**src/gts_pkg.sv**
```systemverilog
package gts_pkg;

    // Default and upper limit of the number of list entries.
    localparam int C_MAX_TOP       = 8;
    localparam int C_MAX_TOP_LIMIT = 16;
    localparam int C_MAX_DENSITY   = 256;

    // Counts of list entries (up to the largest supported list) travel in this width.
    localparam int C_CNT_W = $clog2(C_MAX_TOP_LIMIT + 1);

    localparam int C_QUEUE_DEPTH = 4;

    localparam logic [31:0] C_SCORE_MIN = 32'h8000_0000;

    localparam int C_CFG_IDX_W  = 2;
    localparam int C_CFG_DATA_W = 9;

    localparam logic [C_CFG_IDX_W-1:0] C_REG_TOP_COUNT     = 2'd0;
    localparam logic [C_CFG_IDX_W-1:0] C_REG_DENSITY_COUNT = 2'd1;
    localparam logic [C_CFG_IDX_W-1:0] C_REG_PRODUCT_SHIFT = 2'd2;

    localparam logic [3:0] C_RST_TOP_COUNT     = 4'd4;
    localparam logic [8:0] C_RST_DENSITY_COUNT = 9'd256;
    localparam logic [4:0] C_RST_PRODUCT_SHIFT = 5'd0;

    typedef struct packed {
        logic [3:0] top_count;
        logic [8:0] density_count;
        logic [4:0] product_shift;
    } t_cfg;

    // Per-beat information that rides along the scoring pipeline.
    typedef struct packed {
        logic [31:0]        log_norm;
        logic [7:0]         density_id;
        logic               first_dim;
        logic               last_dim;
        logic               last_density;
        logic [4:0]         shift;
        logic [C_CNT_W-1:0] n_eff;
        logic [C_CNT_W-1:0] emit_cnt;
        logic               all_path;
        logic               slot_ok;
    } t_side;

    // Work handed from the scoring front to the list back end.
    typedef struct packed {
        logic [31:0]        score;
        logic [7:0]         density_id;
        logic               ins_top;
        logic               ins_slot;
        logic               frame_end;
        logic [C_CNT_W-1:0] n_eff;
        logic [C_CNT_W-1:0] emit_cnt;
        logic               all_path;
    } t_event;

endpackage

```
**src/gts_front.sv**
```systemverilog
module gts_front #(
    parameter int MAX_TOP = gts_pkg::C_MAX_TOP
) (
    input  logic                i_clk,
    input  logic                i_rst_n,
    input  gts_pkg::t_cfg       i_cfg,
    input  logic                i_in_valid,
    output logic                o_in_stall,
    input  logic signed [15:0]  i_obs_value,
    input  logic signed [15:0]  i_mean_value,
    input  logic [15:0]         i_precision,
    input  logic signed [31:0]  i_log_norm,
    input  logic [7:0]          i_density_id,
    input  logic                i_first_dim,
    input  logic                i_last_dim,
    input  logic                i_last_density,
    input  logic                i_q_full,
    output logic                o_ev_push,
    output gts_pkg::t_event     o_ev
);
    import gts_pkg::*;

    logic               advance;
    logic [31:0]        n_w;
    logic [31:0]        nd_w;
    logic               all_path;
    t_side              in_side;
    logic signed [16:0] in_diff;

    logic               r_a_valid;
    logic signed [16:0] r_a_diff;
    logic [15:0]        r_a_prec;
    t_side              r_a_side;

    logic               r_b_valid;
    logic [31:0]        r_b_sq;
    logic [15:0]        r_b_prec;
    t_side              r_b_side;

    logic               r_c_valid;
    logic [47:0]        r_c_prod;
    t_side              r_c_side;

    logic               r_d_valid;
    logic [47:0]        r_d_term;
    t_side              r_d_side;

    logic signed [33:0] sq_full;
    logic [31:0]        base;
    logic [49:0]        acc_wide;
    logic               sat;
    logic [31:0]        r_acc;
    logic [31:0]        n_acc;

    // The whole pipeline moves together; it freezes only while the queue is full.
    assign advance    = !i_q_full;
    assign o_in_stall = i_q_full;

    always_comb begin
        n_w = (i_cfg.top_count == '0) ? 32'd1 : 32'(i_cfg.top_count);
        if (n_w > 32'(MAX_TOP)) begin
            n_w = 32'(MAX_TOP);
        end
        nd_w = (i_cfg.density_count == '0) ? 32'd1 : 32'(i_cfg.density_count);
        if (nd_w > 32'(C_MAX_DENSITY)) begin
            nd_w = 32'(C_MAX_DENSITY);
        end
        all_path = (n_w >= nd_w);

        in_side.log_norm     = i_log_norm;
        in_side.density_id   = i_density_id;
        in_side.first_dim    = i_first_dim;
        in_side.last_dim     = i_last_dim;
        in_side.last_density = i_last_density;
        in_side.shift        = i_cfg.product_shift;
        in_side.n_eff        = C_CNT_W'(n_w);
        // On the all-densities path the density count never exceeds the list size.
        in_side.emit_cnt     = all_path ? C_CNT_W'(nd_w) : C_CNT_W'(n_w);
        in_side.all_path     = all_path;
        in_side.slot_ok      = all_path && (32'(i_density_id) < nd_w);
    end

    assign in_diff = {i_obs_value[15], i_obs_value} - {i_mean_value[15], i_mean_value};
    assign sq_full = r_a_diff * r_a_diff;

    always_ff @(posedge i_clk) begin
        if (!i_rst_n) begin
            r_a_valid <= 1'b0;
            r_b_valid <= 1'b0;
            r_c_valid <= 1'b0;
            r_d_valid <= 1'b0;
        end else if (advance) begin
            r_a_valid <= i_in_valid;
            r_b_valid <= r_a_valid;
            r_c_valid <= r_b_valid;
            r_d_valid <= r_c_valid;
        end
    end

    always_ff @(posedge i_clk) begin
        if (advance) begin
            r_a_diff <= in_diff;
            r_a_prec <= i_precision;
            r_a_side <= in_side;

            // The square of a 17-bit difference always fits in 32 unsigned bits.
            r_b_sq   <= sq_full[31:0];
            r_b_prec <= r_a_prec;
            r_b_side <= r_a_side;

            r_c_prod <= 48'(r_b_sq) * 48'(r_b_prec);
            r_c_side <= r_b_side;

            r_d_term <= r_c_prod >> r_c_side.shift;
            r_d_side <= r_c_side;
        end
    end

    // The term is never negative, so only the low end can overflow.
    always_comb begin
        base     = r_d_side.first_dim ? r_d_side.log_norm : r_acc;
        acc_wide = {{18{base[31]}}, base} - {2'b00, r_d_term};
        sat      = acc_wide[49] && !(&acc_wide[48:31]);
        n_acc    = sat ? C_SCORE_MIN : acc_wide[31:0];
    end

    always_ff @(posedge i_clk) begin
        if (!i_rst_n) begin
            r_acc <= '0;
        end else if (advance && r_d_valid) begin
            r_acc <= n_acc;
        end
    end

    assign o_ev_push = advance && r_d_valid && (r_d_side.last_dim || r_d_side.last_density);

    always_comb begin
        o_ev.score      = n_acc;
        o_ev.density_id = r_d_side.density_id;
        o_ev.ins_top    = r_d_side.last_dim && !r_d_side.all_path;
        o_ev.ins_slot   = r_d_side.last_dim && r_d_side.slot_ok;
        o_ev.frame_end  = r_d_side.last_density;
        o_ev.n_eff      = r_d_side.n_eff;
        o_ev.emit_cnt   = r_d_side.emit_cnt;
        o_ev.all_path   = r_d_side.all_path;
    end

endmodule

```
**src/gts_queue.sv**
```systemverilog
module gts_queue (
    input  logic            i_clk,
    input  logic            i_rst_n,
    input  logic            i_push,
    input  gts_pkg::t_event i_ev,
    output logic            o_full,
    output logic            o_empty,
    input  logic            i_pop,
    output gts_pkg::t_event o_head
);
    import gts_pkg::*;

    localparam int PTR_W = (C_QUEUE_DEPTH > 1) ? $clog2(C_QUEUE_DEPTH) : 1;
    localparam int CNT_W = $clog2(C_QUEUE_DEPTH + 1);

    t_event             r_mem [C_QUEUE_DEPTH];
    logic [PTR_W-1:0]   r_wp;
    logic [PTR_W-1:0]   r_rp;
    logic [CNT_W-1:0]   r_cnt;

    assign o_full  = (r_cnt == CNT_W'(C_QUEUE_DEPTH));
    assign o_empty = (r_cnt == '0);
    assign o_head  = r_mem[r_rp];

    always_ff @(posedge i_clk) begin
        if (i_push) begin
            r_mem[r_wp] <= i_ev;
        end
    end

    always_ff @(posedge i_clk) begin
        if (!i_rst_n) begin
            r_wp  <= '0;
            r_rp  <= '0;
            r_cnt <= '0;
        end else begin
            if (i_push) begin
                r_wp <= (r_wp == PTR_W'(C_QUEUE_DEPTH - 1)) ? '0 : r_wp + 1'b1;
            end
            if (i_pop) begin
                r_rp <= (r_rp == PTR_W'(C_QUEUE_DEPTH - 1)) ? '0 : r_rp + 1'b1;
            end
            if (i_push && !i_pop) begin
                r_cnt <= r_cnt + 1'b1;
            end else if (i_pop && !i_push) begin
                r_cnt <= r_cnt - 1'b1;
            end
        end
    end

endmodule

```
**src/gts_back.sv**
```systemverilog
module gts_back #(
    parameter int MAX_TOP = gts_pkg::C_MAX_TOP
) (
    input  logic            i_clk,
    input  logic            i_rst_n,
    input  logic            i_q_empty,
    input  gts_pkg::t_event i_ev,
    output logic            o_pop,
    output logic            o_out_valid,
    input  logic            i_out_stall,
    output logic [31:0]     o_score,
    output logic [7:0]      o_best_id,
    output logic            o_last_result
);
    import gts_pkg::*;

    localparam logic [0:0] S_IDLE = 1'b0;
    localparam logic [0:0] S_EMIT = 1'b1;

    logic [0:0]         r_state;
    logic [C_CNT_W-1:0] r_idx;
    logic [C_CNT_W-1:0] r_cnt;
    logic               r_all;
    logic [31:0]        r_top_score [MAX_TOP];
    logic [7:0]         r_top_id    [MAX_TOP];
    logic [31:0]        n_top_score [MAX_TOP];
    logic [7:0]         n_top_id    [MAX_TOP];

    logic               r_out_valid;
    logic [31:0]        r_out_score;
    logic [7:0]         r_out_id;
    logic               r_out_last;

    logic [MAX_TOP-1:0] ge;
    logic [MAX_TOP-1:0] ahead;
    logic               load;
    logic               last_beat;
    logic [C_CNT_W-1:0] idx_next;
    logic [31:0]        sel_score;
    logic [7:0]         sel_id;

    assign o_pop     = (r_state == S_IDLE) && !i_q_empty;
    assign load      = (r_state == S_EMIT) && (!r_out_valid || !i_out_stall);
    assign idx_next  = r_idx + 1'b1;
    assign last_beat = (idx_next == r_cnt);

    // Insertion position: the first live entry that the new score ties or beats.
    always_comb begin
        for (int j = 0; j < MAX_TOP; j++) begin
            ge[j] = (C_CNT_W'(j) < i_ev.n_eff) &&
                    ($signed(i_ev.score) >= $signed(r_top_score[j]));
        end
        ahead[0] = 1'b0;
        for (int j = 1; j < MAX_TOP; j++) begin
            ahead[j] = ahead[j-1] || ge[j-1];
        end

        for (int j = 0; j < MAX_TOP; j++) begin
            n_top_score[j] = r_top_score[j];
            n_top_id[j]    = r_top_id[j];
            if (o_pop && i_ev.ins_top && (C_CNT_W'(j) < i_ev.n_eff)) begin
                if (ahead[j]) begin
                    n_top_score[j] = r_top_score[(j > 0) ? j - 1 : 0];
                    n_top_id[j]    = r_top_id[(j > 0) ? j - 1 : 0];
                end else if (ge[j]) begin
                    n_top_score[j] = i_ev.score;
                    n_top_id[j]    = i_ev.density_id;
                end
            end
            if (o_pop && i_ev.ins_slot && (i_ev.density_id == 8'(j))) begin
                n_top_score[j] = i_ev.score;
                n_top_id[j]    = i_ev.density_id;
            end
            if (load && last_beat) begin
                n_top_score[j] = C_SCORE_MIN;
                n_top_id[j]    = '0;
            end
        end
    end

    always_comb begin
        sel_score = C_SCORE_MIN;
        sel_id    = '0;
        for (int j = 0; j < MAX_TOP; j++) begin
            if (r_idx == C_CNT_W'(j)) begin
                sel_score = r_top_score[j];
                sel_id    = r_top_id[j];
            end
        end
    end

    always_ff @(posedge i_clk) begin
        if (!i_rst_n) begin
            for (int j = 0; j < MAX_TOP; j++) begin
                r_top_score[j] <= C_SCORE_MIN;
                r_top_id[j]    <= '0;
            end
        end else begin
            for (int j = 0; j < MAX_TOP; j++) begin
                r_top_score[j] <= n_top_score[j];
                r_top_id[j]    <= n_top_id[j];
            end
        end
    end

    always_ff @(posedge i_clk) begin
        if (!i_rst_n) begin
            r_state     <= S_IDLE;
            r_idx       <= '0;
            r_cnt       <= '0;
            r_all       <= 1'b0;
            r_out_valid <= 1'b0;
        end else begin
            case (r_state)
                S_IDLE: begin
                    if (o_pop && i_ev.frame_end) begin
                        r_state <= S_EMIT;
                        r_idx   <= '0;
                        r_cnt   <= i_ev.emit_cnt;
                        r_all   <= i_ev.all_path;
                    end
                end
                S_EMIT: begin
                    if (load) begin
                        r_idx <= idx_next;
                        if (last_beat) begin
                            r_state <= S_IDLE;
                        end
                    end
                end
                default: begin
                    r_state <= S_IDLE;
                end
            endcase

            if (load) begin
                r_out_valid <= 1'b1;
            end else if (!i_out_stall) begin
                r_out_valid <= 1'b0;
            end
        end
    end

    always_ff @(posedge i_clk) begin
        if (load) begin
            r_out_score <= sel_score;
            r_out_id    <= r_all ? 8'(r_idx) : sel_id;
            r_out_last  <= last_beat;
        end
    end

    assign o_out_valid   = r_out_valid;
    assign o_score       = r_out_score;
    assign o_best_id     = r_out_id;
    assign o_last_result = r_out_last;

endmodule

```
**src/gaussian_topn_scorer.sv**
```systemverilog
// A density's score passes the scoring stages and the event queue before it reaches the list;
// a frame's results are emitted once its frame-end event has been taken from the queue.
// Throughput: one input beat per cycle through the four-stage scoring pipeline while the
// queue has room; a frame end holds the list unit while it emits the frame's results, and
// input stalls once its 4-entry queue fills.
// Reset is synchronous and active low: it empties pipeline and queue, zeroes the accumulator,
// clears the list and loads the register defaults (top 4, densities 256, shift 0).
module gaussian_topn_scorer #(
    parameter int MAX_TOP = gts_pkg::C_MAX_TOP
) (
    input  logic                                i_clk,
    input  logic                                i_rst_n,
    input  logic                                i_cfg_we,
    input  logic [gts_pkg::C_CFG_IDX_W-1:0]     i_cfg_index,
    input  logic [gts_pkg::C_CFG_DATA_W-1:0]    i_cfg_data,
    input  logic                                i_in_valid,
    output logic                                o_in_stall,
    input  logic signed [15:0]                  i_obs_value,
    input  logic signed [15:0]                  i_mean_value,
    input  logic [15:0]                         i_precision,
    input  logic signed [31:0]                  i_log_norm,
    input  logic [7:0]                          i_density_id,
    input  logic                                i_first_dim,
    input  logic                                i_last_dim,
    input  logic                                i_last_density,
    output logic                                o_out_valid,
    input  logic                                i_out_stall,
    output logic signed [31:0]                  o_score,
    output logic [7:0]                          o_best_id,
    output logic                                o_last_result
);
    import gts_pkg::*;

    t_cfg        r_cfg;
    t_event      push_ev;
    t_event      head_ev;
    logic        ev_push;
    logic        ev_pop;
    logic        q_full;
    logic        q_empty;
    logic [31:0] score_bits;

    always_ff @(posedge i_clk) begin
        if (!i_rst_n) begin
            r_cfg.top_count     <= C_RST_TOP_COUNT;
            r_cfg.density_count <= C_RST_DENSITY_COUNT;
            r_cfg.product_shift <= C_RST_PRODUCT_SHIFT;
        end else if (i_cfg_we) begin
            case (i_cfg_index)
                C_REG_TOP_COUNT:     r_cfg.top_count     <= i_cfg_data[3:0];
                C_REG_DENSITY_COUNT: r_cfg.density_count <= i_cfg_data[8:0];
                C_REG_PRODUCT_SHIFT: r_cfg.product_shift <= i_cfg_data[4:0];
                default: begin
                end
            endcase
        end
    end

    gts_front #(
        .MAX_TOP (MAX_TOP)
    ) u_front (
        .i_clk          (i_clk),
        .i_rst_n        (i_rst_n),
        .i_cfg          (r_cfg),
        .i_in_valid     (i_in_valid),
        .o_in_stall     (o_in_stall),
        .i_obs_value    (i_obs_value),
        .i_mean_value   (i_mean_value),
        .i_precision    (i_precision),
        .i_log_norm     (i_log_norm),
        .i_density_id   (i_density_id),
        .i_first_dim    (i_first_dim),
        .i_last_dim     (i_last_dim),
        .i_last_density (i_last_density),
        .i_q_full       (q_full),
        .o_ev_push      (ev_push),
        .o_ev           (push_ev)
    );

    gts_queue u_queue (
        .i_clk   (i_clk),
        .i_rst_n (i_rst_n),
        .i_push  (ev_push),
        .i_ev    (push_ev),
        .o_full  (q_full),
        .o_empty (q_empty),
        .i_pop   (ev_pop),
        .o_head  (head_ev)
    );

    gts_back #(
        .MAX_TOP (MAX_TOP)
    ) u_back (
        .i_clk         (i_clk),
        .i_rst_n       (i_rst_n),
        .i_q_empty     (q_empty),
        .i_ev          (head_ev),
        .o_pop         (ev_pop),
        .o_out_valid   (o_out_valid),
        .i_out_stall   (i_out_stall),
        .o_score       (score_bits),
        .o_best_id     (o_best_id),
        .o_last_result (o_last_result)
    );

    assign o_score = signed'(score_bits);

endmodule

```
**config.mk**
```make
export PLATFORM = sky130hd
export DESIGN_NAME = gaussian_topn_scorer
export DESIGN_NICKNAME = d
export VERILOG_FILES = /design/src/gts_pkg.sv /design/src/gts_front.sv /design/src/gts_queue.sv /design/src/gts_back.sv /design/src/gaussian_topn_scorer.sv
export SDC_FILE = /design/constraint.sdc
export NUM_CORES = 2
export LEC_CHECK = 0
export BUFFER_PORTS_ARGS = -buffer_cell sky130_fd_sc_hd__buf_2
export CAP_MARGIN = 15
export CORE_MARGIN = 2
export CORE_UTILIZATION = 50
export CTS_BUF_LIST = sky130_fd_sc_hd__clkbuf_16
export CTS_CLUSTER_SIZE = 24
export DETAILED_ROUTE_END_ITERATION = 16
export PLACE_DENSITY = 0.66
export SETUP_SLACK_MARGIN = 0.3
export SYNTH_ARGS = -nofsm -noshare
export SYNTH_HDL_FRONTEND = slang
export SYNTH_HIERARCHICAL = 1
export SYNTH_SLANG_ARGS = --single-unit
export TNS_END_PERCENT = 5
```
**constraint.sdc**
```tcl
create_clock -name i_clk -period 14.4 [get_ports i_clk]
set_input_delay 2.88 -clock i_clk [delete_from_list [all_inputs] [get_ports i_clk]]
set_output_delay 2.88 -clock i_clk [all_outputs]
set_load 0.02 [all_outputs]
```
### Yosys cells after proc, flatten, opt, wreduce, memory -nomap -nowiden

Memory sizes are Yosys's and may differ from the RTL's. A register that Yosys moved wholly into a read port is not among the register bits.
Cells that the tools add are included.

| storage, ports and cells | value |
|---|---|
| flip-flop bits (word level) | 527 |
| bits in writable memories | 536 |
| output and inout port bits | 43 |
| logic and storage cells | 342 |
| memories | 3 |

Memories:

| memory | depth | width | read ports | clocked after Yosys merged registers in | wr ports | line | text |
|---|---|---|---|---|---|---|---|
| u_back.r_top_score | 8 | 32 | 8 | 0 | 8 | gts_back.sv:24 | `logic [31:0] r_top_score [MAX_TOP];` |
| u_queue.r_mem | 4 | 54 | 1 | 1 | 1 | gts_queue.sv:16 | `t_event r_mem [C_QUEUE_DEPTH];` |
| u_back.r_top_id | 8 | 8 | 8 | 0 | 8 | gts_back.sv:25 | `logic [7:0] r_top_id [MAX_TOP];` |

| operators by class | value |
|---|---|
| add/sub/neg operators | 7 |
| multiply operators | 2 |
| order comparisons | 20 |
| eq/ne operators | 23 |
| shift-type cells | 1 |
| muxes and demuxes | 137 |
| bitwise gates (word level) | 17 |
| reduce and logical (&&, ||, !) cells | 67 |

Operators by type and width:

| cell | number |
|---|---|
| two-way mux 32 bit | 59 |
| two-way mux 8 bit | 55 |
| >= comparator 32 bit | 9 |
| subtractor 32 x 49 -> 50 bit | 1 |
| multiplier 32 x 16 -> 48 bit | 1 |
| >> shifter 48 x 5 -> 48 bit | 1 |
| logical AND 1 bit | 38 |
| == test 8 x 3 -> 1 bit, second input constant | 4 |
| > comparator 32 x 4 -> 1 bit, second input constant | 1 |
| > comparator 32 x 9 -> 1 bit, second input constant | 1 |
| less-than comparator 8 x 32 -> 1 bit | 1 |
| multiplier 17 x 17 -> 32 bit | 1 |
| == test 5 x 3 -> 1 bit, second input constant | 4 |
| less-than comparator 3 x 5 -> 1 bit, first input constant | 4 |
| two-way mux 5 bit | 4 |
| AND reduction 18 bit | 1 |
| subtractor 16 x 16 -> 17 bit | 1 |
| == test 8 x 2 -> 1 bit, second input constant | 2 |
| OR 1 bit | 16 |
| == test 5 x 2 -> 1 bit, second input constant | 2 |
| less-than comparator 1 x 5 -> 1 bit, first input constant | 2 |
| less-than comparator 2 x 5 -> 1 bit, first input constant | 2 |
| one-hot mux 5 bit (2 select lines) | 1 |
| AND reduction 2 bit | 5 |
| other kinds (28) | 58 |

### Logic depth before layout (Yosys ltp)

An unclocked memory read counts as a cell.

| depth | value |
|---|---|
| depth in word-level cells | 14 |
| gate-level depth with buffers | 26 |
| depth with buffers taken out | 24 |

### Modules after synthesis

The synthesis kept the hierarchy.

By module, submodules not included:

| module | instances | cells an instance | area an instance (um^2) | seq. area each (um^2) |
|---|---|---|---|---|
| gts_front | 1 | 4527 | 46281.9 | 12942.4 |
| gts_back | 1 | 3112 | 24745.0 | 7897.6 |
| gts_queue | 1 | 326 | 8316.7 | 6666.4 |
| gaussian_topn_scorer | 1 | 72 | 699.4 | 360.3 |

### Worst setup path before layout

No wires, ideal clock.

| timing path | value |
|---|---|
| path kind | register -> register |
| start | register u_queue.r_cnt[0] |
| end | memory u_queue/r_mem[0][0] in the netlist's numbering, enable pin |
| arrival | 11.950 ns |
| data required time | 13.983 ns |
| path slack | 2.032 ns |
| stages on the path, launching flop included | 7 |
| path buffers | 1 |
| clock period less this slack | 12.368 ns |
| path through | dfxtp_1 nor3b_1 clkbuf_1 inv_1 nand2_1 nor2_1 and2_1 |

| between the ends | value |
|---|---|
| longest elaborated chain between the ends | 6 |

Ends and longest elaborated chain:

| element | line | text |
|---|---|---|
| start: declaration | gts_queue.sv:19 | `logic [CNT_W-1:0] r_cnt;` |
| start signal: assignment | gts_queue.sv:44 | `r_cnt <= r_cnt + 1'b1;` |
| start signal: assignment | gts_queue.sv:46 | `r_cnt <= r_cnt - 1'b1;` |
| == test 3 bit | gts_queue.sv:21 | `assign o_full = (r_cnt == CNT_W'(C_QUEUE_DEPTH));` |
| via q_full | gaussian_topn_scorer.sv:39 | `logic q_full;` |
| logical NOT 1 bit | gts_front.sv:56 | `assign advance = !i_q_full;` |
| logical AND 1 bit (2 in a row) | gts_front.sv:135 | `assign o_ev_push = advance && r_d_valid && (r_d_side.last_dim \|\| r_d_side.last_density);` |
| via ev_push | gaussian_topn_scorer.sv:37 | `logic ev_push;` |
| two-way mux 1 bit | gts_queue.sv:26 | `if (i_push) begin` |
| two-way mux 1 bit (implied by the code) | gts_queue.sv:27 | `r_mem[r_wp] <= i_ev;` |
| end: declaration | gts_queue.sv:16 |  |

The timed path passes the listed nets, and every way through them passes these cells.

### Worst setup path in the final report

| timing path | value |
|---|---|
| start | register u_front.r_b_prec[14] |
| end | register u_front.r_c_prod[47], data pin |

| between the ends | value |
|---|---|
| longest elaborated chain between the ends | 1 |

Ends and longest elaborated chain:

| element | line | text |
|---|---|---|
| start: declaration | gts_front.sv:37 | `logic [15:0] r_b_prec;` |
| start signal: assignment | gts_front.sv:108 | `r_b_prec <= r_a_prec;` |
| multiplier 32 x 16 -> 48 bit | gts_front.sv:111 | `r_c_prod <= 48'(r_b_sq) * 48'(r_b_prec);` |
| end signal: assignment | gts_front.sv:111 |  |
| end: declaration | gts_front.sv:41 | `logic [47:0] r_c_prod;` |

Every way passes these cells.
A chain may end at the register's enable or synchronous reset.

==> run metrics <==
status finished clean; synthesized area per cell 9.96 sq um; WP data arrival 8.33 ns; met1 Use GR 0.329; Die Area 163000 sq um; final critical-path share of the clock period 0.544; CP Class register to register; Chip Width 404 um; setup violators final 0; global placer's final weighted congestion 0.927; H-tree depth 3; CTS Sinks around 1100; initial core utilization 0.504; Final #Nets about 9000; Mapped Cells between 8000 and 9000; Synth cell types approximately 100; root buffer cell clkbuf_16; first-pass GRT wire length 320000 um; core area 159000 sq um; Worst-Skew Late Latency between 0.7 and 0.8 ns; largest family of logic cells by synthesized area adder cells; fin crit period between 7 and 8 ns; Worst EP required around 15 ns; mux contribution to synthesized area 0.0654; simple-gate area share of the yosys netlist 0.117; hold crit path type register to register; Post-synth EDFFs 664; I/O Buffers between 100 and 150; Die Y-Extent 404 um; met3 GRT Util 0.0302; HPWL after DPL between 100000 and 150000 um; Max Cap Viol 0; asr flop ratio synth 0; Vias/cell 5.70; Yosys warning total 6; GR Util met2 0.415; WL/cell 19.8 um; CTS tree built; Slew Limit Fails 0; Antenna Nets Post-Route 0; Post-Synth XOR/XNOR Area 0.0142; layout cell share with drive strength beyond 1 0.0746; PostCTS Resize Cnt 0; sequential area share after synthesis 0.348; Max Freq 0.128 GHz; worst-margin pin slew 1.18 ns; multi-input logic area around 46000 sq um; Most Used Layer, Global Route met2; Worst-path clk slew 0.06 ns; layout filler cell count 13800; Vias around 58000; 1st-pass router iterations 6; Crit. End Element register; compound-cell area share of the yosys netlist 0.124; number of buffers created by CTS 116; unrepaired setup endpoints after global routing no; FF+latch count, synth 1060; # DRC 0; post-synthesis adder-cell area fraction 0.252; post-route setup TNS 0 ns; Reg area approximately 28000 sq um; gr ovfl total 0; overall global routing resource usage 0.246; Setup Skew 0.0864 ns; Max FO, Critical Path 31; Synth Flop Type edfxtp_1; clock buffer depth 3; CP Launch Type register; routed wire length roughly 200000 um; drt initial violations around 4100; worst rel slew slack 0.215; P&R area growth vs syn 7.43%; postcts setup bufs 0; Rows 146; CTS Hold Bufs 0; initial antenna violation count 6; vias in the first global route 58100; Final Hold Viols 0; IO Pins 150; largest net degree at the start of global routing 201; Mapped Area 80000 sq um
[worst paths after layout]
check | slack, ns | depth (start not counted) | start | to
max | 6.57 | 20 | u_front/r_b_prec[14]$_DFFE_PN_ | u_front/r_c_prod[47]$_DFFE_PN_
min | 0.40 | 0 | u_front/r_b_side[49]$_DFFE_PN_ | u_front/r_c_side[49]$_DFFE_PN_
max reg2reg | 6.57 | 20 | u_front/r_b_prec[14]$_DFFE_PN_ | u_front/r_c_prod[47]$_DFFE_PN_
min reg2reg | 0.40 | 0 | u_front/r_b_side[49]$_DFFE_PN_ | u_front/r_c_side[49]$_DFFE_PN_
[cells in the mapped netlist (15+ instances only)]
cell type  count  share of area
a2111oi_0     15         0.0016
a211oi_1     109          0.010
a21boi_0      23         0.0022
a21o_1        81         0.0076
a21oi_1      508          0.032
a22oi_1       94         0.0088
a311oi_1      49         0.0054
a31oi_1       34         0.0027
a32oi_1       16         0.0018
and2_1       285          0.022
and3_1        27         0.0021
and4_1        17         0.0019
buf_1         20        0.00094
buf_2         63         0.0039
buf_4         29         0.0027
clkbuf_1     345          0.016
dfxtp_1      396          0.099
edfxtp_1     664           0.25
fa_1         665           0.17
ha_1         548          0.086
inv_1       1124          0.053
mux2_2        43         0.0060
mux2i_1      284          0.036
mux4_2        80          0.023
nand2_1      735          0.034
nand2b_1      44         0.0034
nand3_1       65         0.0041
nand4_1       59         0.0046
nor2_1       654          0.031
nor2b_1       45         0.0035
nor3_1        49         0.0031
nor4_1        15         0.0012
o211ai_1      70         0.0066
o21a_1        30         0.0028
o21ai_0      324          0.020
o21ai_1       29         0.0018
o221ai_1      34         0.0037
o22ai_1       20         0.0016
xnor2_1       87         0.0095
xor2_1        43         0.0047
[routing by layer]
metal  up-vias  wire [um]  share of wire
li1      27000          -              -
met2      1658      96600           0.48
met1     28500      85600           0.43
met3       331      10700          0.054
met4         0       6370          0.032
met5         -          0              0
[registers in the layout (all words and copies together) (netlist names), 17 cells and up, named ones only]
signal and count:
r_cfg 18, u_back/o_score 32, u_back/r_top_id 64, u_back/r_top_score 256
u_front/o_ev 19, u_front/r_a_diff 17, u_front/r_a_side 59, u_front/r_acc 32
u_front/r_b_side 59, u_front/r_b_sq 31, u_front/r_c_prod 48, u_front/r_c_side 59
u_front/r_d_side 35, u_front/r_d_term 48, u_queue/r_mem 216
[logic make-up (layout without fill, tap and decap cells)]
| logic type | after synthesis | count (layout) |
|---|---|---|
| AO/OA/AOI/OAI | 1574 | 1574 |
| XOR/XNOR | 130 | 130 |
| adder cells (fa/ha/maj) | 1213 | 1213 |
| buffers and inverters | 1596 | 1572 |
| flip-flops | 1060 | 1060 |
| multiplexers | 411 | 411 |
| other | 1 | 3 |
| AND/OR/NAND/NOR | 2052 | 2052 |
[cell usage in the layout, fill, tap and decap left out, types with 43 or more instances in the layout]
master	instances
a211oi_1	109
a21o_1	79
a21oi_1	508
a22oi_1	94
a311oi_1	49
and2_1	279
buf_2	149
buf_4	75
clkbuf_16	116
dfxtp_1	394
edfxtp_1	664
fa_1	665
ha_1	548
inv_1	1143
mux2_2	43
mux2i_1	284
mux4_2	80
nand2_1	732
nand2b_1	44
nand3_1	65
nand4_1	59
nor2_1	650
nor2b_1	45
nor3_1	48
o211ai_1	70
o21ai_0	323
xnor2_1	87
xor2_1	43
[stage by stage]
stage	hold WS, ns	setup WS [ns]	std cells	utilization	area, sq um
2_1_floorplan	0.400	2.03	8038	-	80000
3_3_place_gp	0.400	6.49	9867	0.517	82000
3_5_place_dp	0.405	6.39	9867	0.517	82000
4_1_cts	0.396	6.36	10100	0.542	86000
5_1_grt	0.409	6.16	10100	0.542	86000
6_report	0.402	6.57	10100	0.542	86000
[critical path, cell delays in order (launching register included)]
cell,delay (ns)
edfxtp_1,1.13
and2_1,0.27
fa_1,0.44
fa_1,0.46
fa_1,0.51
fa_1,0.43
fa_1,0.49
inv_1,0.06
fa_1,0.47
inv_1,0.04
ha_1,0.33
a21o_1,0.19
a21o_1,0.17
a221o_1,0.38
a2111o_1,0.44
o21ai_0,0.46
nand2_1,0.19
a41oi_1,0.37
a31oi_1,0.22
a311oi_1,0.36
xnor2_1,0.13
[area by class of cell]
class                           instances  share of cell area
Sequential cell                      1060               0.324
Antenna cell                            1           0.0000291
Tap cell                             2072              0.0301
Inverter                             1127              0.0493
Clock buffer                          116              0.0338
Clock inverter                        102              0.0119
Multi-Input combinational cell       5382               0.535
Timing Repair Buffer                  227              0.0160
Power is left out: the tool's default activity adds up to more than one toggle a clock period on the data nets, which glitch-free logic cannot reach.
